### config.mk
export PLATFORM = sky130hd
export DESIGN_NAME = autoscale_bar_graph_tally
export DESIGN_NICKNAME = d
export VERILOG_FILES = /design/src/sv/abgt_pkg.sv /design/src/sv/autoscale_bar_graph_tally.sv /design/src/sv/abgt_queue.sv /design/src/sv/abgt_front.sv /design/src/sv/abgt_back.sv
export SDC_FILE = /design/constraint.sdc
export NUM_CORES = 1
export LEC_CHECK = 0
export BUFFER_PORTS_ARGS = -buffer_cell sky130_fd_sc_hd__buf_2
export CAP_MARGIN = 0
export CORE_MARGIN = 2
export CORE_UTILIZATION = 40
export CTS_CLUSTER_DIAMETER = 200
export DETAILED_ROUTE_END_ITERATION = 8
export PLACE_DENSITY = 0.62
export REMOVE_ABC_BUFFERS = 1
export SLEW_MARGIN = 20
export SYNTH_ARGS = -nofsm -noshare
export SYNTH_HDL_FRONTEND = slang
export SYNTH_SLANG_ARGS = --single-unit
export TNS_END_PERCENT = 100
### constraint.sdc
create_clock -name clk_i -period 6.3 [get_ports clk_i]
set_clock_uncertainty 0.15 [all_clocks]
set_input_delay 0 -clock clk_i [delete_from_list [all_inputs] [get_ports clk_i]]
set_output_delay 0 -clock clk_i [all_outputs]
set_load 0.1 [all_outputs]
### src/sv/abgt_pkg.sv
// ----------------------------------------------------------------------------
// Bar graph tally package
// Shared constants, queue entry type and state encodings for the tally block.
// ----------------------------------------------------------------------------
package abgt_pkg;

  localparam int NUM_ROWS_DEF    = 8;
  localparam int NUM_BARS_DEF    = 5;
  localparam int COUNT_WIDTH_DEF = 16;
  localparam int QUEUE_DEPTH     = 2;

  localparam int NUM_MASKS    = 5;
  localparam int MASK_W       = 8;
  localparam int ADDR_W       = 4;
  localparam int ANSWER_W     = 3;
  localparam int CFG_IDX_W    = 3;
  localparam int MAX_BARS     = 8;
  localparam int ROW_FIELD_W  = 4;
  localparam int HALF_FIELD_W = 4;

  localparam logic [NUM_MASKS-1:0][MASK_W-1:0] MASK_RESET =
    {8'd16, 8'd8, 8'd4, 8'd2, 8'd1};

  typedef enum logic [CFG_IDX_W-1:0] {
    REG_MASK_A = 3'd0,
    REG_MASK_B = 3'd1,
    REG_MASK_C = 3'd2,
    REG_MASK_D = 3'd3,
    REG_MASK_E = 3'd4
  } cfg_reg_e;

  typedef enum logic [1:0] {
    OP_CLEAR,
    OP_DOT,
    OP_RESCALE
  } op_kind_e;

  typedef struct packed {
    op_kind_e                                  kind;
    logic [ANSWER_W-1:0]                       bar;
    logic [ROW_FIELD_W-1:0]                    row;
    logic [MAX_BARS-1:0][HALF_FIELD_W-1:0]     halves;
  } op_t;

  typedef enum logic [1:0] {
    ST_IDLE,
    ST_DOT,
    ST_BLANK,
    ST_DRAW
  } back_state_e;

endpackage

### src/sv/autoscale_bar_graph_tally.sv
// ----------------------------------------------------------------------------
// Autoscaling bar graph tally
// Counts votes for up to five answers and draws them as bars on an LED
// matrix, rescaling the display when a full bar needs to grow.
//
//   Channel  Direction  Handshake                Payload
//   in       input      in_valid_i / in_ready_o  cmd_i, answer_i
//   out      output     out_valid_o / out_ready_i row_addr_o, row_bits_o, last_o
//   cfg      input      cfg_valid_i / cfg_ready_o cfg_index_i, cfg_data_i
//
// A vote below the threshold is taken and produces no write.
// The row writer issues at most one row write per cycle from its output
// register: a dot is a single write, a clear writes every row, and a rescale
// blanks every row and then redraws the halved bars.
// A two-entry command queue lets votes be taken while writes are stalled.
// Reset clears all tallies, heights and row images and sets the threshold to 1.
// ----------------------------------------------------------------------------
module autoscale_bar_graph_tally import abgt_pkg::*; #(
  parameter int NUM_ROWS    = NUM_ROWS_DEF,
  parameter int NUM_BARS    = NUM_BARS_DEF,
  parameter int COUNT_WIDTH = COUNT_WIDTH_DEF
) (
  input  logic                 clk_i,
  input  logic                 rst_ni,
  input  logic                 in_valid_i,
  output logic                 in_ready_o,
  input  logic                 cmd_i,
  input  logic [ANSWER_W-1:0]  answer_i,
  output logic                 out_valid_o,
  input  logic                 out_ready_i,
  output logic [ADDR_W-1:0]    row_addr_o,
  output logic [MASK_W-1:0]    row_bits_o,
  output logic                 last_o,
  input  logic                 cfg_valid_i,
  output logic                 cfg_ready_o,
  input  logic [CFG_IDX_W-1:0] cfg_index_i,
  input  logic [MASK_W-1:0]    cfg_data_i
);

  logic [NUM_MASKS-1:0][MASK_W-1:0] masks_q, masks_d;
  logic [NUM_BARS-1:0][MASK_W-1:0]  bar_masks;
  logic                             q_ready, q_push, q_valid, q_pop;
  op_t                              push_op, pop_op;

  assign cfg_ready_o = 1'b1;

  always_comb begin
    masks_d = masks_q;
    if (cfg_valid_i) begin
      unique case (cfg_index_i)
        REG_MASK_A: masks_d[0] = cfg_data_i;
        REG_MASK_B: masks_d[1] = cfg_data_i;
        REG_MASK_C: masks_d[2] = cfg_data_i;
        REG_MASK_D: masks_d[3] = cfg_data_i;
        REG_MASK_E: masks_d[4] = cfg_data_i;
        default:    masks_d    = masks_q;
      endcase
    end
  end

  always_ff @(posedge clk_i or negedge rst_ni) begin
    if (!rst_ni) begin
      masks_q <= MASK_RESET;
    end else begin
      masks_q <= masks_d;
    end
  end

  for (genvar b = 0; b < NUM_BARS; b++) begin : g_mask
    if (b < NUM_MASKS) begin : g_reg
      assign bar_masks[b] = masks_q[b];
    end else begin : g_none
      assign bar_masks[b] = '0;
    end
  end

  abgt_front #(
    .NUM_ROWS    (NUM_ROWS),
    .NUM_BARS    (NUM_BARS),
    .COUNT_WIDTH (COUNT_WIDTH)
  ) u_front (
    .clk_i      (clk_i),
    .rst_ni     (rst_ni),
    .in_valid_i (in_valid_i),
    .in_ready_o (in_ready_o),
    .cmd_i      (cmd_i),
    .answer_i   (answer_i),
    .q_ready_i  (q_ready),
    .q_push_o   (q_push),
    .q_op_o     (push_op)
  );

  abgt_queue #(
    .WIDTH ($bits(op_t)),
    .DEPTH (QUEUE_DEPTH)
  ) u_queue (
    .clk_i   (clk_i),
    .rst_ni  (rst_ni),
    .push_i  (q_push),
    .data_i  (push_op),
    .ready_o (q_ready),
    .pop_i   (q_pop),
    .valid_o (q_valid),
    .data_o  (pop_op)
  );

  abgt_back #(
    .NUM_ROWS (NUM_ROWS),
    .NUM_BARS (NUM_BARS)
  ) u_back (
    .clk_i       (clk_i),
    .rst_ni      (rst_ni),
    .q_valid_i   (q_valid),
    .q_pop_o     (q_pop),
    .q_op_i      (pop_op),
    .bar_masks_i (bar_masks),
    .out_valid_o (out_valid_o),
    .out_ready_i (out_ready_i),
    .row_addr_o  (row_addr_o),
    .row_bits_o  (row_bits_o),
    .last_o      (last_o)
  );

endmodule

### src/sv/abgt_queue.sv
// ----------------------------------------------------------------------------
// Command queue
// Small first-in first-out buffer between the classifier and the row writer.
// ----------------------------------------------------------------------------
module abgt_queue #(
  parameter int WIDTH = 8,
  parameter int DEPTH = 2
) (
  input  logic             clk_i,
  input  logic             rst_ni,
  input  logic             push_i,
  input  logic [WIDTH-1:0] data_i,
  output logic             ready_o,
  input  logic             pop_i,
  output logic             valid_o,
  output logic [WIDTH-1:0] data_o
);

  localparam int PTR_W = (DEPTH > 1) ? $clog2(DEPTH) : 1;
  localparam int CNT_W = $clog2(DEPTH + 1);

  logic [WIDTH-1:0] mem_q [DEPTH];
  logic [PTR_W-1:0] wr_ptr_q, wr_ptr_d;
  logic [PTR_W-1:0] rd_ptr_q, rd_ptr_d;
  logic [CNT_W-1:0] count_q, count_d;
  logic             do_push, do_pop;

  assign ready_o = (count_q != CNT_W'(DEPTH));
  assign valid_o = (count_q != '0);
  assign data_o  = mem_q[rd_ptr_q];
  assign do_push = push_i && ready_o;
  assign do_pop  = pop_i && valid_o;

  always_comb begin
    wr_ptr_d = wr_ptr_q;
    rd_ptr_d = rd_ptr_q;
    count_d  = count_q;
    if (do_push) begin
      wr_ptr_d = (wr_ptr_q == PTR_W'(DEPTH - 1)) ? '0 : PTR_W'(wr_ptr_q + 1'b1);
    end
    if (do_pop) begin
      rd_ptr_d = (rd_ptr_q == PTR_W'(DEPTH - 1)) ? '0 : PTR_W'(rd_ptr_q + 1'b1);
    end
    if (do_push && !do_pop) begin
      count_d = CNT_W'(count_q + 1'b1);
    end else if (do_pop && !do_push) begin
      count_d = CNT_W'(count_q - 1'b1);
    end
  end

  always_ff @(posedge clk_i or negedge rst_ni) begin
    if (!rst_ni) begin
      wr_ptr_q <= '0;
      rd_ptr_q <= '0;
      count_q  <= '0;
    end else begin
      wr_ptr_q <= wr_ptr_d;
      rd_ptr_q <= rd_ptr_d;
      count_q  <= count_d;
    end
  end

  always_ff @(posedge clk_i) begin
    if (do_push) begin
      mem_q[wr_ptr_q] <= data_i;
    end
  end

endmodule

### src/sv/abgt_front.sv
// ----------------------------------------------------------------------------
// Vote classifier
// Keeps click counts, bar heights and the threshold, and turns each accepted
// clear, and each vote that reaches the threshold, into a display command for the row writer.
// ----------------------------------------------------------------------------
module abgt_front import abgt_pkg::*; #(
  parameter int NUM_ROWS    = NUM_ROWS_DEF,
  parameter int NUM_BARS    = NUM_BARS_DEF,
  parameter int COUNT_WIDTH = COUNT_WIDTH_DEF
) (
  input  logic                clk_i,
  input  logic                rst_ni,
  input  logic                in_valid_i,
  output logic                in_ready_o,
  input  logic                cmd_i,
  input  logic [ANSWER_W-1:0] answer_i,
  input  logic                q_ready_i,
  output logic                q_push_o,
  output op_t                 q_op_o
);

  localparam int HGT_W = $clog2(NUM_ROWS + 1);
  localparam logic [COUNT_WIDTH-1:0] THRESH_CAP = {1'b1, {(COUNT_WIDTH - 1){1'b0}}};

  logic [COUNT_WIDTH-1:0] counts_q  [NUM_BARS];
  logic [COUNT_WIDTH-1:0] counts_d  [NUM_BARS];
  logic [HGT_W-1:0]       heights_q [NUM_BARS];
  logic [HGT_W-1:0]       heights_d [NUM_BARS];
  logic [COUNT_WIDTH-1:0] thresh_q, thresh_d;
  logic [NUM_BARS-1:0]    hit;
  logic [COUNT_WIDTH-1:0] sel_cnt, cnt_inc;
  logic [HGT_W-1:0]       sel_hgt;
  logic                   accept, in_range;

  assign in_ready_o = q_ready_i;
  assign accept     = in_valid_i && q_ready_i;
  assign in_range   = ({1'b0, answer_i} < (ANSWER_W + 1)'(NUM_BARS));

  always_comb begin
    counts_d  = counts_q;
    heights_d = heights_q;
    thresh_d  = thresh_q;
    q_push_o  = 1'b0;
    q_op_o        = '0;
    q_op_o.kind   = OP_DOT;
    q_op_o.bar    = answer_i;
    sel_cnt = '0;
    sel_hgt = '0;
    for (int b = 0; b < NUM_BARS; b++) begin
      hit[b] = (answer_i == ANSWER_W'(b));
      if (hit[b]) begin
        sel_cnt = counts_q[b];
        sel_hgt = heights_q[b];
      end
    end
    cnt_inc = (sel_cnt == '1) ? sel_cnt : COUNT_WIDTH'(sel_cnt + 1'b1);

    if (accept) begin
      if (cmd_i) begin
        q_push_o    = 1'b1;
        q_op_o.kind = OP_CLEAR;
        for (int b = 0; b < NUM_BARS; b++) begin
          counts_d[b]  = '0;
          heights_d[b] = '0;
        end
        thresh_d = COUNT_WIDTH'(1);
      end else if (in_range) begin
        for (int b = 0; b < NUM_BARS; b++) begin
          if (hit[b]) begin
            counts_d[b] = cnt_inc;
          end
        end
        if (cnt_inc >= thresh_q) begin
          q_push_o = 1'b1;
          if (sel_hgt == HGT_W'(NUM_ROWS)) begin
            q_op_o.kind = OP_RESCALE;
            for (int b = 0; b < NUM_BARS; b++) begin
              heights_d[b]     = heights_q[b] >> 1;
              q_op_o.halves[b] = HALF_FIELD_W'(heights_q[b] >> 1);
              if ((heights_q[b] >> 1) != '0) begin
                counts_d[b] = '0;
              end
            end
            thresh_d = thresh_q[COUNT_WIDTH-1] ? THRESH_CAP : (thresh_q << 1);
          end else begin
            q_op_o.row = ROW_FIELD_W'(sel_hgt);
            for (int b = 0; b < NUM_BARS; b++) begin
              if (hit[b]) begin
                heights_d[b] = HGT_W'(heights_q[b] + 1'b1);
                counts_d[b]  = '0;
              end
            end
          end
        end
      end
    end
  end

  always_ff @(posedge clk_i or negedge rst_ni) begin
    if (!rst_ni) begin
      for (int b = 0; b < NUM_BARS; b++) begin
        counts_q[b]  <= '0;
        heights_q[b] <= '0;
      end
      thresh_q <= COUNT_WIDTH'(1);
    end else begin
      counts_q  <= counts_d;
      heights_q <= heights_d;
      thresh_q  <= thresh_d;
    end
  end

endmodule

### src/sv/abgt_back.sv
// ----------------------------------------------------------------------------
// Row writer
// Holds the row images and carries out queued commands as row writes.
// ----------------------------------------------------------------------------
module abgt_back import abgt_pkg::*; #(
  parameter int NUM_ROWS = NUM_ROWS_DEF,
  parameter int NUM_BARS = NUM_BARS_DEF
) (
  input  logic                          clk_i,
  input  logic                          rst_ni,
  input  logic                          q_valid_i,
  output logic                          q_pop_o,
  input  op_t                           q_op_i,
  input  logic [NUM_BARS-1:0][MASK_W-1:0] bar_masks_i,
  output logic                          out_valid_o,
  input  logic                          out_ready_i,
  output logic [ADDR_W-1:0]             row_addr_o,
  output logic [MASK_W-1:0]             row_bits_o,
  output logic                          last_o
);

  localparam int ROW_W  = $clog2(NUM_ROWS);
  localparam int HGT_W  = $clog2(NUM_ROWS + 1);
  localparam int HALF_W = HGT_W - 1;
  localparam int BARI_W = (NUM_BARS > 1) ? $clog2(NUM_BARS) : 1;
  localparam logic [ROW_W-1:0]  LAST_ROW = ROW_W'(NUM_ROWS - 1);
  localparam logic [BARI_W-1:0] LAST_BAR = BARI_W'(NUM_BARS - 1);

  back_state_e       state_q, state_d;
  op_t               op_q, op_d;
  logic [ROW_W-1:0]  row_q, row_d;
  logic [ROW_W-1:0]  k_q, k_d;
  logic [BARI_W-1:0] bar_q, bar_d;
  logic              rescale_q, rescale_d;
  logic [HALF_W-1:0] halves_q [NUM_BARS];
  logic [HALF_W-1:0] halves_d [NUM_BARS];
  logic [MASK_W-1:0] image_q  [NUM_ROWS];
  logic [MASK_W-1:0] image_d  [NUM_ROWS];

  logic              out_valid_q, out_valid_d;
  logic [ADDR_W-1:0] addr_q, addr_d;
  logic [MASK_W-1:0] bits_q, bits_d;
  logic              last_q, last_d;

  logic              adv, emit, emit_last;
  logic [ROW_W-1:0]  emit_row;
  logic [ROW_W:0]    row_dbl;
  logic [MASK_W-1:0] emit_bits, dot_mask, draw_mask;
  logic [HALF_W-1:0] cur_half;
  logic [HGT_W-1:0]  k_ext, k_next, half_ext;
  logic              more_after;

  assign out_valid_o = out_valid_q;
  assign row_addr_o  = addr_q;
  assign row_bits_o  = bits_q;
  assign last_o      = last_q;

  assign adv      = !out_valid_q || out_ready_i;
  assign k_ext    = HGT_W'(k_q);
  assign k_next   = HGT_W'(k_ext + 1'b1);
  assign half_ext = HGT_W'(cur_half);

  always_comb begin
    dot_mask   = '0;
    draw_mask  = '0;
    cur_half   = '0;
    more_after = 1'b0;
    for (int b = 0; b < NUM_BARS; b++) begin
      if (op_q.bar == ANSWER_W'(b)) begin
        dot_mask = bar_masks_i[b];
      end
      if (bar_q == BARI_W'(b)) begin
        draw_mask = bar_masks_i[b];
        cur_half  = halves_q[b];
      end
      if ((BARI_W'(b) > bar_q) && (halves_q[b] != '0)) begin
        more_after = 1'b1;
      end
    end
  end

  always_comb begin
    state_d   = state_q;
    op_d      = op_q;
    row_d     = row_q;
    k_d       = k_q;
    bar_d     = bar_q;
    rescale_d = rescale_q;
    halves_d  = halves_q;
    image_d   = image_q;
    q_pop_o   = 1'b0;
    emit      = 1'b0;
    emit_last = 1'b0;
    emit_row  = '0;
    emit_bits = '0;

    unique case (state_q)
      ST_IDLE: begin
        if (q_valid_i) begin
          q_pop_o   = 1'b1;
          op_d      = q_op_i;
          row_d     = '0;
          k_d       = '0;
          bar_d     = '0;
          rescale_d = (q_op_i.kind == OP_RESCALE);
          for (int b = 0; b < NUM_BARS; b++) begin
            halves_d[b] = HALF_W'(q_op_i.halves[b]);
          end
          state_d = (q_op_i.kind == OP_DOT) ? ST_DOT : ST_BLANK;
        end
      end
      ST_DOT: begin
        if (adv) begin
          emit      = 1'b1;
          emit_row  = op_q.row[ROW_W-1:0];
          emit_bits = image_q[emit_row] | dot_mask;
          emit_last = 1'b1;
          state_d   = ST_IDLE;
        end
      end
      ST_BLANK: begin
        if (adv) begin
          emit      = 1'b1;
          emit_row  = row_q;
          emit_last = (row_q == LAST_ROW) && !rescale_q;
          if (row_q == LAST_ROW) begin
            state_d = rescale_q ? ST_DRAW : ST_IDLE;
          end else begin
            row_d = ROW_W'(row_q + 1'b1);
          end
        end
      end
      ST_DRAW: begin
        if (k_ext < half_ext) begin
          if (adv) begin
            emit      = 1'b1;
            emit_row  = k_q;
            emit_bits = image_q[k_q] | draw_mask;
            if (k_next == half_ext) begin
              k_d = '0;
              if (!more_after) begin
                emit_last = 1'b1;
                state_d   = ST_IDLE;
              end else begin
                bar_d = BARI_W'(bar_q + 1'b1);
              end
            end else begin
              k_d = ROW_W'(k_q + 1'b1);
            end
          end
        end else begin
          k_d = '0;
          if (bar_q == LAST_BAR) begin
            state_d = ST_IDLE;
          end else begin
            bar_d = BARI_W'(bar_q + 1'b1);
          end
        end
      end
      default: begin
        state_d = ST_IDLE;
      end
    endcase

    if (emit) begin
      image_d[emit_row] = emit_bits;
    end
  end

  assign row_dbl = {emit_row, 1'b0};

  always_comb begin
    out_valid_d = out_valid_q && !out_ready_i;
    addr_d      = addr_q;
    bits_d      = bits_q;
    last_d      = last_q;
    if (emit) begin
      out_valid_d = 1'b1;
      addr_d      = ADDR_W'(row_dbl);
      bits_d      = emit_bits;
      last_d      = emit_last;
    end
  end

  always_ff @(posedge clk_i or negedge rst_ni) begin
    if (!rst_ni) begin
      state_q     <= ST_IDLE;
      out_valid_q <= 1'b0;
      row_q       <= '0;
      k_q         <= '0;
      bar_q       <= '0;
      rescale_q   <= 1'b0;
      for (int r = 0; r < NUM_ROWS; r++) begin
        image_q[r] <= '0;
      end
    end else begin
      state_q     <= state_d;
      out_valid_q <= out_valid_d;
      row_q       <= row_d;
      k_q         <= k_d;
      bar_q       <= bar_d;
      rescale_q   <= rescale_d;
      image_q     <= image_d;
    end
  end

  always_ff @(posedge clk_i) begin
    op_q     <= op_d;
    halves_q <= halves_d;
    addr_q   <= addr_d;
    bits_q   <= bits_d;
    last_q   <= last_d;
  end

endmodule

### Word level (Yosys, flattened, before mapping)

Memories as Yosys holds them, arrays and structs flattened.
Index checks and enable logic that the tools add are counted.

| word-level totals | value |
|---|---|
| bits of input ports | 20 |
| register bits | 270 |
| RAM bits | 58 |
| memories | 1 |

Memory list:

| memory | depth | width | read ports | clocked after memory_dff | write ports | RTL line | RTL |
|---|---|---|---|---|---|---|---|
| u_queue.mem_q | 2 | 29 | 1 | 0 | 1 | abgt_queue.sv:22 | `logic [WIDTH-1:0] mem_q [DEPTH];` |

| operators by class | value |
|---|---|
| add/sub/neg operators | 14 |
| bitwise logic cells | 5 |
| reduce and logical (&&, ||, !) cells | 64 |
| equal/unequal tests | 37 |
| order comparisons | 12 |
| mux-type cells | 145 |

Operators with widths:

| kind | number |
|---|---|
| $mux W16 | 26 |
| $mux W80 | 4 |
| $mux W20 | 8 |
| $mux W8 | 18 |
| $bwmux W64 | 1 |
| $mux W3 | 20 |
| $mux W4 | 15 |
| $bmux W8 S3 | 2 |
| $mux W2 | 18 |
| $reduce_bool A3 Y1 | 10 |
| $reduce_and A4 Y1 | 7 |
| $demux W8 S3 | 1 |
| $eq A3 B2 Y1 const B | 8 |
| $mux W1 | 23 |
| $add A4 B1 Y4 const B | 5 |
| $reduce_bool A4 Y1 | 5 |
| $mux W19 | 1 |
| $pmux W3 S2 | 3 |
| $add A16 B1 Y16 const B | 1 |
| $eq A16 B16 Y1 const B | 1 |
| $ge A16 B16 Y1 | 1 |
| $or A8 B8 Y8 | 2 |
| $pmux W8 S2 | 1 |
| $eq A3 B3 Y1 const B | 5 |
| other kinds (38) | 91 |

### Depth between registers and ports, before layout

| depth | value |
|---|---|
| word-level depth | 18 |
| gate-level depth with buffers | 26 |

### By module

From an unflattened synthesis, not the netlist that was laid out.

| unflattened totals | value |
|---|---|
| cell total of the unflattened synthesis | 1568 |
| area total of the unflattened synthesis | 18554.0 um^2 |

Modules (own cells, without submodules):

| module | times used | area an instance (um^2) | seq. area each (um^2) | cells an instance |
|---|---|---|---|---|
| abgt_front | 1 | 7014.2 | 2904.0 | 785 |
| abgt_back | 1 | 6637.6 | 2917.8 | 547 |
| abgt_queue | 1 | 3355.7 | 2562.5 | 146 |
| autoscale_bar_graph_tally | 1 | 1546.5 | 1007.2 | 90 |

### Worst setup path after synthesis

OpenSTA, ideal clock, no wires.

| timing | value |
|---|---|
| kind | input port to flip-flop |
| from | input port answer_i[2] |
| to | memory u_queue.mem_q[0][0] (netlist name), enable pin |
| data required time | 5.747 ns |
| path slack | 1.117 ns |
| stages | 20 |
| library setup time | 0.403 ns |
| arrival | 4.631 ns |
| cells stage by stage | buf_4 buf_6 buf_4 mux2i_1 a2bb2oi_1 o22ai_1 ha_1 o221ai_1 nor4_4 nand4_2 nand4b_1 xnor2_1 inv_1 ha_1 and3_1 a21oi_1 o41ai_4 o31ai_4 clkbuf_1 nor2_1 |

| on the way | value |
|---|---|
| word-level cells in the longest chain between the ends | 16 |
| elaborated cells on any way between the ends | 22 |

RTL lines:

| what | RTL line | RTL |
|---|---|---|
| start: declaration | autoscale_bar_graph_tally.sv:28 | `input logic [ANSWER_W-1:0] answer_i,` |
| $logic_not A3 Y1 | abgt_front.sv:50 | `hit[b] = (answer_i == ANSWER_W'(b));` |
| $mux W16 (5 in series) | abgt_front.sv:51 | `if (hit[b]) begin` |
| $add A16 B1 Y16 / $eq A16 B16 Y1 (equally long branches) | abgt_front.sv:56 | `cnt_inc = (sel_cnt == '1) ? sel_cnt : COUNT_WIDTH'(sel_cnt + 1'b1);` |
| $mux W16 | abgt_front.sv:56 |  |
| $ge A16 B16 Y1 | abgt_front.sv:73 | `if (cnt_inc >= thresh_q) begin` |
| $mux W1 | abgt_front.sv:73 |  |
| $mux W1 * | abgt_front.sv:67 | `end else if (in_range) begin` |
| $mux W1 * | abgt_front.sv:59 | `if (cmd_i) begin` |
| $mux W1 * | abgt_front.sv:58 | `if (accept) begin` |
| $logic_and A1 B1 Y1 * | abgt_queue.sv:31 | `assign do_push = push_i && ready_o;` |
| $mux W1 * | abgt_queue.sv:64 | `if (do_push) begin` |
| $mux W1 (implied by the code) * | abgt_queue.sv:65 | `mem_q[wr_ptr_q] <= data_i;` |
| end: declaration | abgt_queue.sv:22 |  |

Every way passes the cells marked *; elsewhere a longest branch is shown, timed or not.

### Worst setup path after layout

| timing | value |
|---|---|
| from | input port answer_i[1] |
| to | register u_front.counts_q[2] (netlist name) |

| on the way | value |
|---|---|
| word-level cells in the longest chain between the ends | 14 |
| elaborated cells on any way between the ends | 30 |

RTL lines:

| what | RTL line | RTL |
|---|---|---|
| parallel branches: the longest is 14 deep, another holds $add A16 B1 Y16 | n/a |  |
| end signal: assignment | abgt_front.sv:107 | `counts_q <= counts_d;` |
| end: declaration | abgt_front.sv:25 | `logic [COUNT_WIDTH-1:0] counts_q [NUM_BARS];` |

Parallel ways; which one is timed is not known. The select of a mux whose other input is x is not followed.
A chain may end at the register's enable or synchronous reset.

==> metrics.txt <==
Synth Register Bits 316; H-tree depth 2; Cell Count, Final, Fillers Out 2019; ys async rst share 75.0%; Worst path slowest cell o311ai_2; cell family with most CP delay compound AO/OA/AOI/OAI gates; Remaining Overflow, GRT 0; ys flop type dfrtp_1; Synth Warn # 0; worst vdd ir 0.000196 V; CP Data Required Time 6.56 ns; final setup fails 0; TritonCTS clock tree done; routability cong. 0.932; Slew Limit Headroom 29.7%; Final Slew Violations 0; power per cell area 384 nW/µm²; most common cell in the netlist dfrtp_1; type of the worst min-delay path primary input to flip-flop; vias per cell 5.90; Tightest Pin Transition 1.05 ns; Die ar. 43500 µm²; hold slack final 0.0546 ns; layout cells sized above 1 24.3%; Routed wire per std cell 21.9 µm; Core Region 41100 µm²; Final min period 5.86 ns; I/O Pins 36; WL final 44300 µm; CP Launch Type primary input; drt first pass iters 5; Synth area leaders dfrtp_1, edfxtp_1, mux2_2; post-DP HPWL 29700 µm; Horiz. Die Dim 209 µm; clk sink count 316; Detail Route Antenna Nets 0; Fin. Hold Viols 0; Root Driver clkbuf_16; Post-Place Cells 1928; Yosys cell types 100; CTS buffer count 37; # diodes 0; Worst-path clk slew 0.06 ns; initial antenna violation count 0; Max-cap violations 0; number of flops mapped to enable cells by yosys 79; drt drc 0; nets 1515; Max Clock Freq 171 MHz; Rows 74; port bufs 33; global-route wire length before repair 70200 µm; largest net degree at the start of global routing 133; top-area cell type share of the netlist area 34.5%; Crit path largest cell delay 0.72 ns; area delta synth->final 13.8%; Chip Height 209 µm; clk_lat worst skew 0.54 ns; setup TNS 0 ns; top cells by count, synth dfrtp_1, mux2_2, nand2_1, edfxtp_1, o21ai_0; Post-Syn Instances 1395; endpoint class of the critical path flip-flop; Crit Path Max Fanout 22; Design Area, Final 19000 µm²; largest area contributor in the netlist dfrtp_1; Setup Buffers After CTS 0; crit path kind primary input to flip-flop; status complete, no violations; worst path cell trace dlygate4sd3_1, buf_2, buf_4, or2_1, o22ai_1, o221ai_1, nor4_4, nand4_2, nand4b_1, xnor2_1, inv_1, ha_1, and3_1, a21oi_1, o41ai_4, nor2_4, o311ai_2, nor2_1, a22o_1; vias in the first global route 12200; sequential fraction of the synthesis area 49.7%; clock buffer depth 3; Initial Util 40.7%; Avg Inst Size Synth 12.0 µm²; Post-Synthesis Cell Area 16700 µm²; critical path data arrival time 6.12 ns; routed vias 11900; cell leakage power 7.97 nW; RSZ-0062 raised after global routing no; Total Routing Usage GR 20.5%; DRT iter0 DRCs 901; Tcrit/Tclk final 93.0%; Placed Area 17500 µm²; Buf/Inv on CP 4
## worst reg2reg max path, stage by stage (launching register included)
cell and delay [ns]:
dfrtp_1 0.35, nand2_1 0.07, a2bb2oi_1 0.15, o2bb2ai_1 0.29
ha_1 0.26, o221ai_1 0.23, nor4_4 0.30, nand4_2 0.24
nand4b_1 0.18, xnor2_1 0.30, inv_1 0.13, ha_1 0.33
and3_1 0.16, a21oi_1 0.10, o41ai_4 0.61, nor2_4 0.17
o311ai_2 0.72, nor2_1 0.31, a22o_1 0.31
## layer usage
metal	GRT usage [%]	up-vias	routed length, µm
li1	-	5446	-
met1	27.0	6008	19400
met2	34.0	368	21200
met3	3.46	92	2240
met4	7.54	0	1450
met5	0	-	0
## cell type report
| class | count | area [µm²] |
|---|---|---|
| fill | 3749 | 22100 |
| sequential | 316 | 8310 |
| multi-input combinational | 965 | 7930 |
| clock buffer | 47 | 1050 |
| timing repair buffer | 93 | 716 |
| tap | 532 | 666 |
| clock inverter | 21 | 206 |
| inverter | 45 | 169 |
## where the power goes
| group | switching, mW | internal (mW) | total (mW) |
|---|---|---|---|
| clock network | 0.874 | 1.34 | 2.21 |
| logic | 1.41 | 0.814 | 2.23 |
| registers | 0.356 | 2.52 | 2.88 |
## cells in the final DEF (no fill, tap or decap), types with 37 or more instances in the layout
cell and n:
dfrtp_1 230, edfxtp_1 79, mux2i_1 42, a21oi_1 50, clkbuf_16 39, ha_1 37
o2bb2ai_1 41, nand2_1 104, nor2_1 49, mux2_2 146, o21ai_0 64, inv_1 43
## what timing repair did
action,in CTS,in global routing
hold buffers,21,1
endpoints found under the hold margin,190,34
gates resized for setup,0,1
endpoints found under the setup margin,0,9
## final timing paths
path                                              endpoint                            start  slack, ns  depth (start not counted)
setup / recovery           u_front.counts_q[2]$_DFFE_PN0P_                      answer_i[1]       0.44                         19
max in group asynchronous  u_front.thresh_q[0]$_DFFE_PN1P_                           rst_ni       4.37                          5
min in group asynchronous   u_back.image_q[25]$_DFFE_PN0P_                           rst_ni       0.30                          3
hold / removal              u_queue.mem_q[1][26]$_DFFE_PP_                      answer_i[2]       0.05                          2
hold reg to reg            u_front.thresh_q[0]$_DFFE_PN1P_  u_front.thresh_q[0]$_DFFE_PN1P_       0.33                          2
setup reg to reg           u_front.counts_q[2]$_DFFE_PN0P_  u_front.counts_q[1]$_DFFE_PN0P_       0.81                         18
## sequential cells by signal (all words and copies together) (netlist names), 6 cells and up
signal	count
bar_masks	40
u_back.row_bits_o	8
u_back.image_q	64
u_back.op_q	6
u_front.counts_q	80
u_queue.mem_q	46
u_back.halves_q	15
u_front.heights_q	20
u_front.thresh_q	16
## logic make-up (layout without fill, tap and decap cells)
family,after synthesis,count (layout),share of synthesized area [%]
AO/OA/AOI/OAI,361,361,15.7
XOR/XNOR,16,16,0.882
adder cells (fa/ha/maj),37,37,2.77
buffers and inverters,114,206,3.18
flip-flops,316,316,49.7
multiplexers,226,226,17.4
other,2,2,0.0449
AND/OR/NAND/NOR,323,323,10.3
## per-stage QoR
step / power, mW / util [%] / setup WS [ns]
after floorplan: 4.40 / - / 1.31
after global placement: 5.07 / 42.6 / 0.584
after detailed placement: 5.12 / 42.7 / 0.456
after CTS: 7.36 / 46.2 / 0.430
after global routing: 7.68 / 46.3 / 0.0713
final: 7.32 / 46.3 / 0.439
(Power assumes the default switching activity.)
